[config.mk]
export PLATFORM = sky130hd
export DESIGN_NAME = four_state_value_trigger_match
export DESIGN_NICKNAME = d
export VERILOG_FILES = /design/src/hdl/fsvtm_pkg.sv /design/src/hdl/four_state_value_trigger_match.sv
export SDC_FILE = /design/constraint.sdc
export NUM_CORES = 1
export LEC_CHECK = 0
export CAP_MARGIN = 10
export CELL_PAD_IN_SITES_DETAIL_PLACEMENT = 1
export CELL_PAD_IN_SITES_GLOBAL_PLACEMENT = 1
export CORE_AREA = 2 2 176 350
export DETAILED_ROUTE_END_ITERATION = 12
export DIE_AREA = 0 0 178 352
export DONT_BUFFER_PORTS = 1
export HOLD_SLACK_MARGIN = 0.02
export PLACE_DENSITY_LB_ADDON = 0.1
export SYNTH_ARGS = -nofsm -noshare
export SYNTH_HDL_FRONTEND = slang
export SYNTH_SLANG_ARGS = --single-unit
[constraint.sdc]
create_clock -name i_clk -period 8.8 [get_ports i_clk]
set_clock_uncertainty 0.15 [all_clocks]
set_input_delay 1.76 -clock i_clk [delete_from_list [all_inputs] [get_ports i_clk]]
set_output_delay 1.76 -clock i_clk [all_outputs]
set_load 0.01 [all_outputs]
[src/hdl/fsvtm_pkg.sv]
// Package with the shared types and constants of the four-state trigger comparator.
package fsvtm_pkg;

    // Sample and table width in bits, and the number of table words.
    localparam int VALUE_BITS = 64;
    localparam int NUM_WORDS  = 4;

    // Register file layout: 64-bit registers at byte address 8*index.
    localparam int ADDR_W     = 6;
    localparam int DATA_W     = 64;
    localparam int REG_IDX_W  = 3;
    localparam int WCNT_W     = 3;
    localparam int REG_WORDS  = 4;

    typedef enum logic [REG_IDX_W-1:0] {
        REG_MODE   = 3'd0,
        REG_WCOUNT = 3'd1,
        REG_WORD0  = 3'd2,
        REG_WORD1  = 3'd3,
        REG_WORD2  = 3'd4,
        REG_WORD3  = 3'd5
    } t_reg_idx;

    typedef enum logic [1:0] {
        MODE_EXACT = 2'd0,
        MODE_RANGE = 2'd1,
        MODE_MASK  = 2'd2
    } t_mode;

    typedef enum logic [1:0] {
        V_NO    = 2'd0,
        V_YES   = 2'd1,
        V_UNRES = 2'd2
    } t_verdict;

    typedef logic [VALUE_BITS-1:0] t_value;

    typedef struct packed {
        logic [63:0] sample_bits;
        logic [63:0] sample_unknown;
        logic        sample_valid;
        logic [1:0]  earlier_verdict;
    } t_req;

    typedef struct packed {
        logic [1:0] verdict;
        logic [1:0] own_verdict;
    } t_result;

endpackage

[src/hdl/four_state_value_trigger_match.sv]
// Top level of the four-state trigger comparator with its register file.
//
// The block compares one four-state sample per request against the configured
// table and returns one result per request. A request is taken on every clock
// edge where start is high; busy is never raised, so a new request may follow
// in every cycle. Each result appears on o_result for exactly one cycle, marked
// by o_result_valid. The request passes through the request register and then
// the result register, with the comparison logic between them. The receiver
// cannot stall the block, so results must be captured when the strobe is high.
// Configuration goes through the APB port, one 64-bit register per 8-byte slot,
// and should only be changed while no request is in flight.
module four_state_value_trigger_match (
    input  logic                         i_clk,
    input  logic                         i_rst_n,
    // Request channel.
    input  logic                         start,
    output logic                         busy,
    input  fsvtm_pkg::t_req              i_req,
    // Result channel.
    output logic                         o_result_valid,
    output fsvtm_pkg::t_result           o_result,
    // Configuration port.
    input  logic                         psel,
    input  logic                         penable,
    input  logic                         pwrite,
    input  logic [fsvtm_pkg::ADDR_W-1:0] paddr,
    input  logic [fsvtm_pkg::DATA_W-1:0] pwdata,
    output logic [fsvtm_pkg::DATA_W-1:0] prdata,
    output logic                         pready
);

    // Configuration registers.
    logic [1:0]                        r_mode;
    logic [fsvtm_pkg::WCNT_W-1:0]      r_word_count;
    fsvtm_pkg::t_value                 r_table [fsvtm_pkg::NUM_WORDS];

    // Request and result pipeline registers.
    logic                              r_in_valid;
    fsvtm_pkg::t_req                   r_req;
    logic                              r_out_valid;
    fsvtm_pkg::t_result                r_result;
    fsvtm_pkg::t_result                n_result;

    logic                              cfg_write;
    logic [fsvtm_pkg::REG_IDX_W-1:0]   cfg_idx;

    // Comparison signals.
    fsvtm_pkg::t_value                 bits;
    fsvtm_pkg::t_value                 unk;
    fsvtm_pkg::t_value                 mask_u;
    fsvtm_pkg::t_value                 mask_m;
    fsvtm_pkg::t_value                 mask_any;
    fsvtm_pkg::t_value                 mask_low;
    logic                              exact_hit;
    logic                              range_hit;
    fsvtm_pkg::t_verdict               own;
    fsvtm_pkg::t_verdict               earlier;
    fsvtm_pkg::t_verdict               combined;

    assign busy   = 1'b0;
    assign pready = 1'b1;

    assign cfg_write = psel && penable && pwrite && pready;
    assign cfg_idx   = paddr[fsvtm_pkg::ADDR_W-1:fsvtm_pkg::ADDR_W-fsvtm_pkg::REG_IDX_W];

    // Register writes. Indexes past the last table word are dropped, and table
    // words that have no register slot keep their reset value of zero.
    always_ff @(posedge i_clk) begin
        if (!i_rst_n) begin
            r_mode       <= fsvtm_pkg::MODE_EXACT;
            r_word_count <= fsvtm_pkg::WCNT_W'(1);
            for (int k = 0; k < fsvtm_pkg::NUM_WORDS; k++) begin
                r_table[k] <= '0;
            end
        end else if (cfg_write) begin
            if (cfg_idx == fsvtm_pkg::REG_MODE) begin
                r_mode <= pwdata[1:0];
            end
            if (cfg_idx == fsvtm_pkg::REG_WCOUNT) begin
                r_word_count <= pwdata[fsvtm_pkg::WCNT_W-1:0];
            end
            for (int k = 0; k < fsvtm_pkg::NUM_WORDS; k++) begin
                if (k < fsvtm_pkg::REG_WORDS &&
                    cfg_idx == fsvtm_pkg::REG_IDX_W'(int'(fsvtm_pkg::REG_WORD0) + k)) begin
                    r_table[k] <= pwdata[fsvtm_pkg::VALUE_BITS-1:0];
                end
            end
        end
    end

    // Register read-back.
    always_comb begin
        prdata = '0;
        if (cfg_idx == fsvtm_pkg::REG_MODE) begin
            prdata = fsvtm_pkg::DATA_W'(r_mode);
        end
        if (cfg_idx == fsvtm_pkg::REG_WCOUNT) begin
            prdata = fsvtm_pkg::DATA_W'(r_word_count);
        end
        for (int k = 0; k < fsvtm_pkg::NUM_WORDS; k++) begin
            if (k < fsvtm_pkg::REG_WORDS &&
                cfg_idx == fsvtm_pkg::REG_IDX_W'(int'(fsvtm_pkg::REG_WORD0) + k)) begin
                prdata = fsvtm_pkg::DATA_W'(r_table[k]);
            end
        end
    end

    // Request register: since busy never rises, every start is a request.
    always_ff @(posedge i_clk) begin
        if (!i_rst_n) begin
            r_in_valid <= 1'b0;
        end else begin
            r_in_valid <= start && !busy;
        end
    end

    always_ff @(posedge i_clk) begin
        if (start && !busy) begin
            r_req <= i_req;
        end
    end

    // Only the low VALUE_BITS of the sample take part in the comparison.
    assign bits = r_req.sample_bits[fsvtm_pkg::VALUE_BITS-1:0];
    assign unk  = r_req.sample_unknown[fsvtm_pkg::VALUE_BITS-1:0];

    // Mask mode: the lowest masked position that is either unknown or a known
    // mismatch decides the verdict. An unknown bit there makes it unresolved.
    assign mask_u   = r_table[1] & unk;
    assign mask_m   = r_table[1] & ~unk & (bits ^ r_table[0]);
    assign mask_any = mask_u | mask_m;
    assign mask_low = mask_any & (~mask_any + fsvtm_pkg::VALUE_BITS'(1));

    // Exact mode: a word takes part only if its index is below word_count, which
    // also caps the count at the table depth.
    always_comb begin
        exact_hit = 1'b0;
        for (int k = 0; k < fsvtm_pkg::NUM_WORDS; k++) begin
            if (k < int'(r_word_count) && r_table[k] == bits) begin
                exact_hit = 1'b1;
            end
        end
    end

    // Range mode is inclusive at both ends; a begin above the end never hits.
    assign range_hit = (r_table[0] <= bits) && (bits <= r_table[1]);

    always_comb begin
        own = fsvtm_pkg::V_NO;
        unique case (r_mode)
            fsvtm_pkg::MODE_MASK: begin
                if (mask_any == '0) begin
                    own = fsvtm_pkg::V_YES;
                end else if ((mask_low & mask_u) != '0) begin
                    own = fsvtm_pkg::V_UNRES;
                end else begin
                    own = fsvtm_pkg::V_NO;
                end
            end
            fsvtm_pkg::MODE_EXACT: begin
                if (!r_req.sample_valid || unk != '0) begin
                    own = fsvtm_pkg::V_UNRES;
                end else begin
                    own = exact_hit ? fsvtm_pkg::V_YES : fsvtm_pkg::V_NO;
                end
            end
            fsvtm_pkg::MODE_RANGE: begin
                if (!r_req.sample_valid || unk != '0) begin
                    own = fsvtm_pkg::V_UNRES;
                end else begin
                    own = range_hit ? fsvtm_pkg::V_YES : fsvtm_pkg::V_NO;
                end
            end
            default: begin
                // The spare mode code never matches.
                own = fsvtm_pkg::V_NO;
            end
        endcase
    end

    // The spare earlier-verdict code counts as unresolved.
    always_comb begin
        case (r_req.earlier_verdict)
            fsvtm_pkg::V_NO:  earlier = fsvtm_pkg::V_NO;
            fsvtm_pkg::V_YES: earlier = fsvtm_pkg::V_YES;
            default:          earlier = fsvtm_pkg::V_UNRES;
        endcase
    end

    // Three-valued AND: any no wins, then yes only if both are yes.
    always_comb begin
        if (earlier == fsvtm_pkg::V_NO || own == fsvtm_pkg::V_NO) begin
            combined = fsvtm_pkg::V_NO;
        end else if (earlier == fsvtm_pkg::V_YES && own == fsvtm_pkg::V_YES) begin
            combined = fsvtm_pkg::V_YES;
        end else begin
            combined = fsvtm_pkg::V_UNRES;
        end
        n_result.verdict     = combined;
        n_result.own_verdict = own;
    end

    // Result register and strobe.
    always_ff @(posedge i_clk) begin
        if (!i_rst_n) begin
            r_out_valid <= 1'b0;
        end else begin
            r_out_valid <= r_in_valid;
        end
    end

    always_ff @(posedge i_clk) begin
        if (r_in_valid) begin
            r_result <= n_result;
        end
    end

    assign o_result_valid = r_out_valid;
    assign o_result       = r_result;

    // Every registered request produces a result strobe in the next cycle.
    a_result_follows: assert property (@(posedge i_clk) disable iff (!i_rst_n)
        r_in_valid |=> o_result_valid)
        else $error("request did not produce a result");

    // A no from this filter forces a combined no.
    a_own_no: assert property (@(posedge i_clk) disable iff (!i_rst_n)
        (o_result_valid && o_result.own_verdict == fsvtm_pkg::V_NO)
        |-> o_result.verdict == fsvtm_pkg::V_NO)
        else $error("combined verdict not no after own no");

    // A combined yes needs this filter's yes.
    a_yes_needs_own: assert property (@(posedge i_clk) disable iff (!i_rst_n)
        (o_result_valid && o_result.verdict == fsvtm_pkg::V_YES)
        |-> o_result.own_verdict == fsvtm_pkg::V_YES)
        else $error("combined yes without own yes");

    // An unresolved own verdict can never combine to yes.
    a_unres_not_yes: assert property (@(posedge i_clk) disable iff (!i_rst_n)
        (o_result_valid && o_result.own_verdict == fsvtm_pkg::V_UNRES)
        |-> o_result.verdict != fsvtm_pkg::V_YES)
        else $error("unresolved own verdict combined to yes");

endmodule

Word level (Yosys, flattened, before mapping)
Memory sizes are Yosys's and may differ from the RTL's. Cells that the tools add are included.

Add/sub/neg operators: 1. Order comparisons: 6. Equality and inequality tests: 14. Mux-type cells: 40. Bitwise logic cells: 13. Reduce and logical (&&, ||, !) cells: 21.

Operators with widths (number): 64-bit 2-to-1 mux (9); 64-bit AND (5); 64-bit == test (4); 64-bit <= comparator (2); 64-bit NOT (2); 64-bit nonzero test (2); 64-bit by 1-bit adder with 64-bit output (second input constant) (1); 64-bit logical NOT (1); 64-bit bitwise OR (1); 64-bit bitwise XOR (1); 1-bit 2-to-1 mux (23); 2-bit 2-to-1 mux (6); 2-bit by 1-bit == test with 1-bit output (second input constant) (4); 1-bit logical AND (8); 2-bit logical NOT (4); 3-bit by 2-bit == test with 1-bit output (second input constant) (2); 3-bit == test (second input constant) (2); 1-bit by 3-bit less-than comparator with 1-bit output (first input constant) (2); 2-bit by 3-bit less-than comparator with 1-bit output (first input constant) (2); 2-bit case mux with 3 select lines (1); 1-bit bitwise OR (4); 2-bit case mux with 2 select lines (1); 2-bit AND reduction (2); 3-bit by 1-bit == test with 1-bit output (second input constant) (1); 4 further kinds (5).

Register bits after elaboration: 142. Memory bits (writable): 256. Input port bits: 207. Output and inout port bits: 71. Logic and storage cells: 106. Memories: 1.

Memories: r_table (words 4, width 64, read ports 4, clocked after Yosys merged registers in 0, wr ports 4, line four_state_value_trigger_match.sv:35) `fsvtm_pkg::t_value r_table [fsvtm_pkg::NUM_WORDS];`.

Depth between registers and ports, before layout
Depth in word-level cells: 15. Mapped depth: 11. Depth with buffers taken out: 11.

Worst setup path before layout
Ideal clock, no wire load.

Path kind: input-to-reg. From: in paddr[3] in the netlist's numbering. To: mem r_table[2][0] in the netlist's numbering, enable pin. Setup time: 0.581 ns. Arrival time: 7.362 ns. Required time: 8.069 ns. Setup slack: 0.706 ns. Stages: 4. Buffers on the path: 3. Cell sequence: clkbuf_1 clkbuf_1 buf_1 o31ai_1.

RTL lines: from (decl) (line four_state_value_trigger_match.sv:26) `input logic [fsvtm_pkg::ADDR_W-1:0] paddr,`; to (decl) (line four_state_value_trigger_match.sv:35).

Worst setup path after layout
From: in paddr[4] in the netlist's numbering. To: out prdata[61] in the netlist's numbering.

Longest elaborated chain between the ends: 5. Elaborated cells between the ends (all ways): 8. Those cells by class: eq/ne (4); mux (4).

RTL lines: 3-bit by 2-bit == test with 1-bit output (line four_state_value_trigger_match.sv:102) `cfg_idx == fsvtm_pkg::REG_IDX_W'(int'(fsvtm_pkg::REG_WORD0) + k)) begin`; 64-bit 2-to-1 mux (3 in a row) (line four_state_value_trigger_match.sv:101) `if (k < fsvtm_pkg::REG_WORDS &&`; 64-bit 2-to-1 mux * (line four_state_value_trigger_match.sv:101); to (decl) (line four_state_value_trigger_match.sv:28) `output logic [fsvtm_pkg::DATA_W-1:0] prdata,`.

Mark *: on every way between the ends. The rest lies on a longest branch, timed or not.

==> out/metrics.cfg <==
[yosys]
syn_area_per_cell_um2 = 11.8
synthArstFlopShare = 0
yosysWarnings = 0
synth_cells = 1865
syn_area_um2 = 22000
synth-edff-count = 391
synth_fp_nets = 2200
netlist-cell-type-count = 67
ys_seq_elements = 398
ys_seq_area_frac = 0.540
synthFlopType = edfxtp_1

[floorplan]
coreArea_um2 = 59900
rows = 127
die_h_um = 352
design.die.area_um2 = 62700
ios = 278
start_util = 0.367
fp.dieW_um = 178

[detailed_routing]
drc_errors = 0
wl_mm = 89.5
viasPerCell = 5.77
ant_nets = 0
drt_pre_antenna_iters = 5
drt_iter0_markers = 1101
wl_per_cell_um = 33.3
vias = 15500

[setup_path]
slowest_delay_ns = 0.70
path_max_fanout = 41
rr_endpoint = o_result[2]$_SDFFCE_PP0P_
cp_num_cells = 3
crit_chain = nand2b_2 > buf_4 > o22ai_1
path_buf_inv = 1
cp.required_ns = 6.89
crit_family = compound AO/OA/AOI/OAI gates
crit_path_end_kind = output port
timing.rr.start = bits[61]$_DFFE_PP_
reg2regPathDepth = 11
r2r_slack_ns = 4.06
cp_data_arrival_time_ns = 3.55
cp_slowest_cell = o22ai_1
worstSetupPathType = in -> out
start_kind = input pin

[finish]
multi_input_area_um2 = 9380
drive_gt1_frac = 0.0552
fillers = 6311
seq_area_um2 = 11900
syn_to_final_growth_pct = 10.9
final_cell_mix = 391 x edfxtp_1, 260 x and2_1, 153 x inv_1, 128 x mux2i_1, 128 x ha_1
nNetsFinal = 2203
mostFrequentLayoutCell = edfxtp_1

[sta]
fmax_ghz = 0.183
finalCritPeriodShare = 0.620
rsz0062_at_grt = no
fin_crit_ns = 5.46
tightest_slew_ns = 1.17
slew_viol_final = 0
relSlewSlack = 0.218
setup_viol = 0
hold_viol = 0
setup_tns_ns = 0

[hold_path]
holdPathStages = 0
hp-class = reg -> reg
min_from = r_in_valid$_SDFF_PN0_
whs_endpoint = o_result[1]$_DFFE_PP_

[outcome]
status = finished, final reports clean

[cts]
cts_resized = 0
postCtsSetupRepairBufs = 0
clk_latency_ns = 0.60
clkSlewWorstSetupHoldPaths_ns = 0.06
hold_buffers = 0
cts_buffers = 41
cts_tree = yes
htree_levels = 2
cts_buffer_depth = 3
numClockSinks = 398
cts_root_buffer = clkbuf_16

[placement]
io_buffers = 0
place.gp.congestion = 0.896
place_hpwl_mm = 68.4

[global_route]
grt_use_met2 = 0.528
grt.met1_usage = 0.285
antenna_found_initial = 5
grt_pass1_vias = 16700
grt-busiest-layer = met2
grtUsageMet3 = 0.0596
grt_usage = 0.284
grt_pass1_wl_mm = 124
grt_max_degree = 136
grt_overflow = 0

[pwr]
p_per_area_nw_per_um2 = 200
p_leak_nw = 9.35
max-vdd-ir-drop_v = 0.000180
p_total_mw = 4.88

[run]
drv_cap = 0

layout make-up:
class,count,area share
clock inverters,28,0.0137
diodes,12,0.00123
flip-flops and latches,398,0.487
well taps,774,0.0397
clock buffers,48,0.0449
multi-input cells,1254,0.384
repair buffers,16,0.00492
inverters,157,0.0242
per-stage QoR:
step / area (µm²) / instances / utilization / hold WS, ns / setup slack (ns)
after global placement: 22900 / 2599 / 0.383 / 0.367 / 3.34
after detailed placement: 22900 / 2599 / 0.383 / 0.390 / 3.32
after CTS: 24400 / 2675 / 0.407 / 0.394 / 3.32
final: 24400 / 2687 / 0.407 / 0.393 / 3.34
after floorplan: 22000 / 1865 / - / 0.331 / 0.706
after global routing: 24400 / 2683 / 0.407 / 0.418 / 3.31
worst max-delay path by stage:
stage                  start                     endpoint  slack (ns)
global placement    paddr[4]                   prdata[61]        3.34
CTS                 paddr[4]                   prdata[61]        3.32
floorplan           paddr[3]  r_table[2][0]$_SDFFCE_PN0P_        0.71
global route        paddr[4]                   prdata[61]        3.31
finish              paddr[4]                   prdata[61]        3.34
detailed placement  paddr[4]                   prdata[61]        3.32
synthesized netlist by cell type (30+ instances only):
cell type / number / area, µm²
a21oi_1: 61 / 305
and2_1: 260 / 1630
clkbuf_1: 39 / 146
edfxtp_1: 391 / 11700
ha_1: 128 / 1600
inv_1: 153 / 574
mux2i_1: 128 / 1280
nand2_1: 66 / 248
nand2b_1: 57 / 357
nand4_1: 55 / 344
nor4_1: 42 / 263
o21ai_0: 48 / 240
o22ai_1: 75 / 469
xnor2_1: 30 / 263
xor2_1: 68 / 596
per-layer routing:
metal,vias up,part of all wire
met5,-,0
met2,507,0.53
met3,167,0.055
met4,0,0.069
met1,7864,0.34
li1,6960,-
sequential cells by signal, summed over array words and instances, names as in the netlist:
signal / flops
r_table: 256
bits: 64
unk: 64
o_result: 4
r_req: 3
r_word_count: 3
r_mode: 2
o_result_valid: 1
r_in_valid: 1
worst reg2reg max path: stages (launching register included):
cell	delay, ns
edfxtp_1	0.49
inv_1	0.20
ha_1	0.37
nand4_1	0.20
nor4_2	0.71
nand3_1	0.33
nor4_1	0.61
or3b_1	0.44
o21ai_0	0.18
o211ai_1	0.11
a311oi_2	0.56
and3_1	0.25
logic make-up (layout without fill, tap and decap cells):
family	count (synthesis)	after routing	share of synthesized area
XOR/XNOR	98	98	0.0390
adder cells (fa/ha/maj)	128	128	0.0728
flip-flops	398	398	0.540
AND/OR/NAND/NOR	572	572	0.151
multiplexers	131	131	0.0608
buffers and inverters	213	249	0.0367
AO/OA/AOI/OAI	323	323	0.0990
other	2	14	0.000341
power breakdown:
part	internal [mW]	switching (mW)
sequential	2.21	0.158
clock	1.10	0.800
combinational	0.212	0.396
Power figures use the tool's default switching activity.
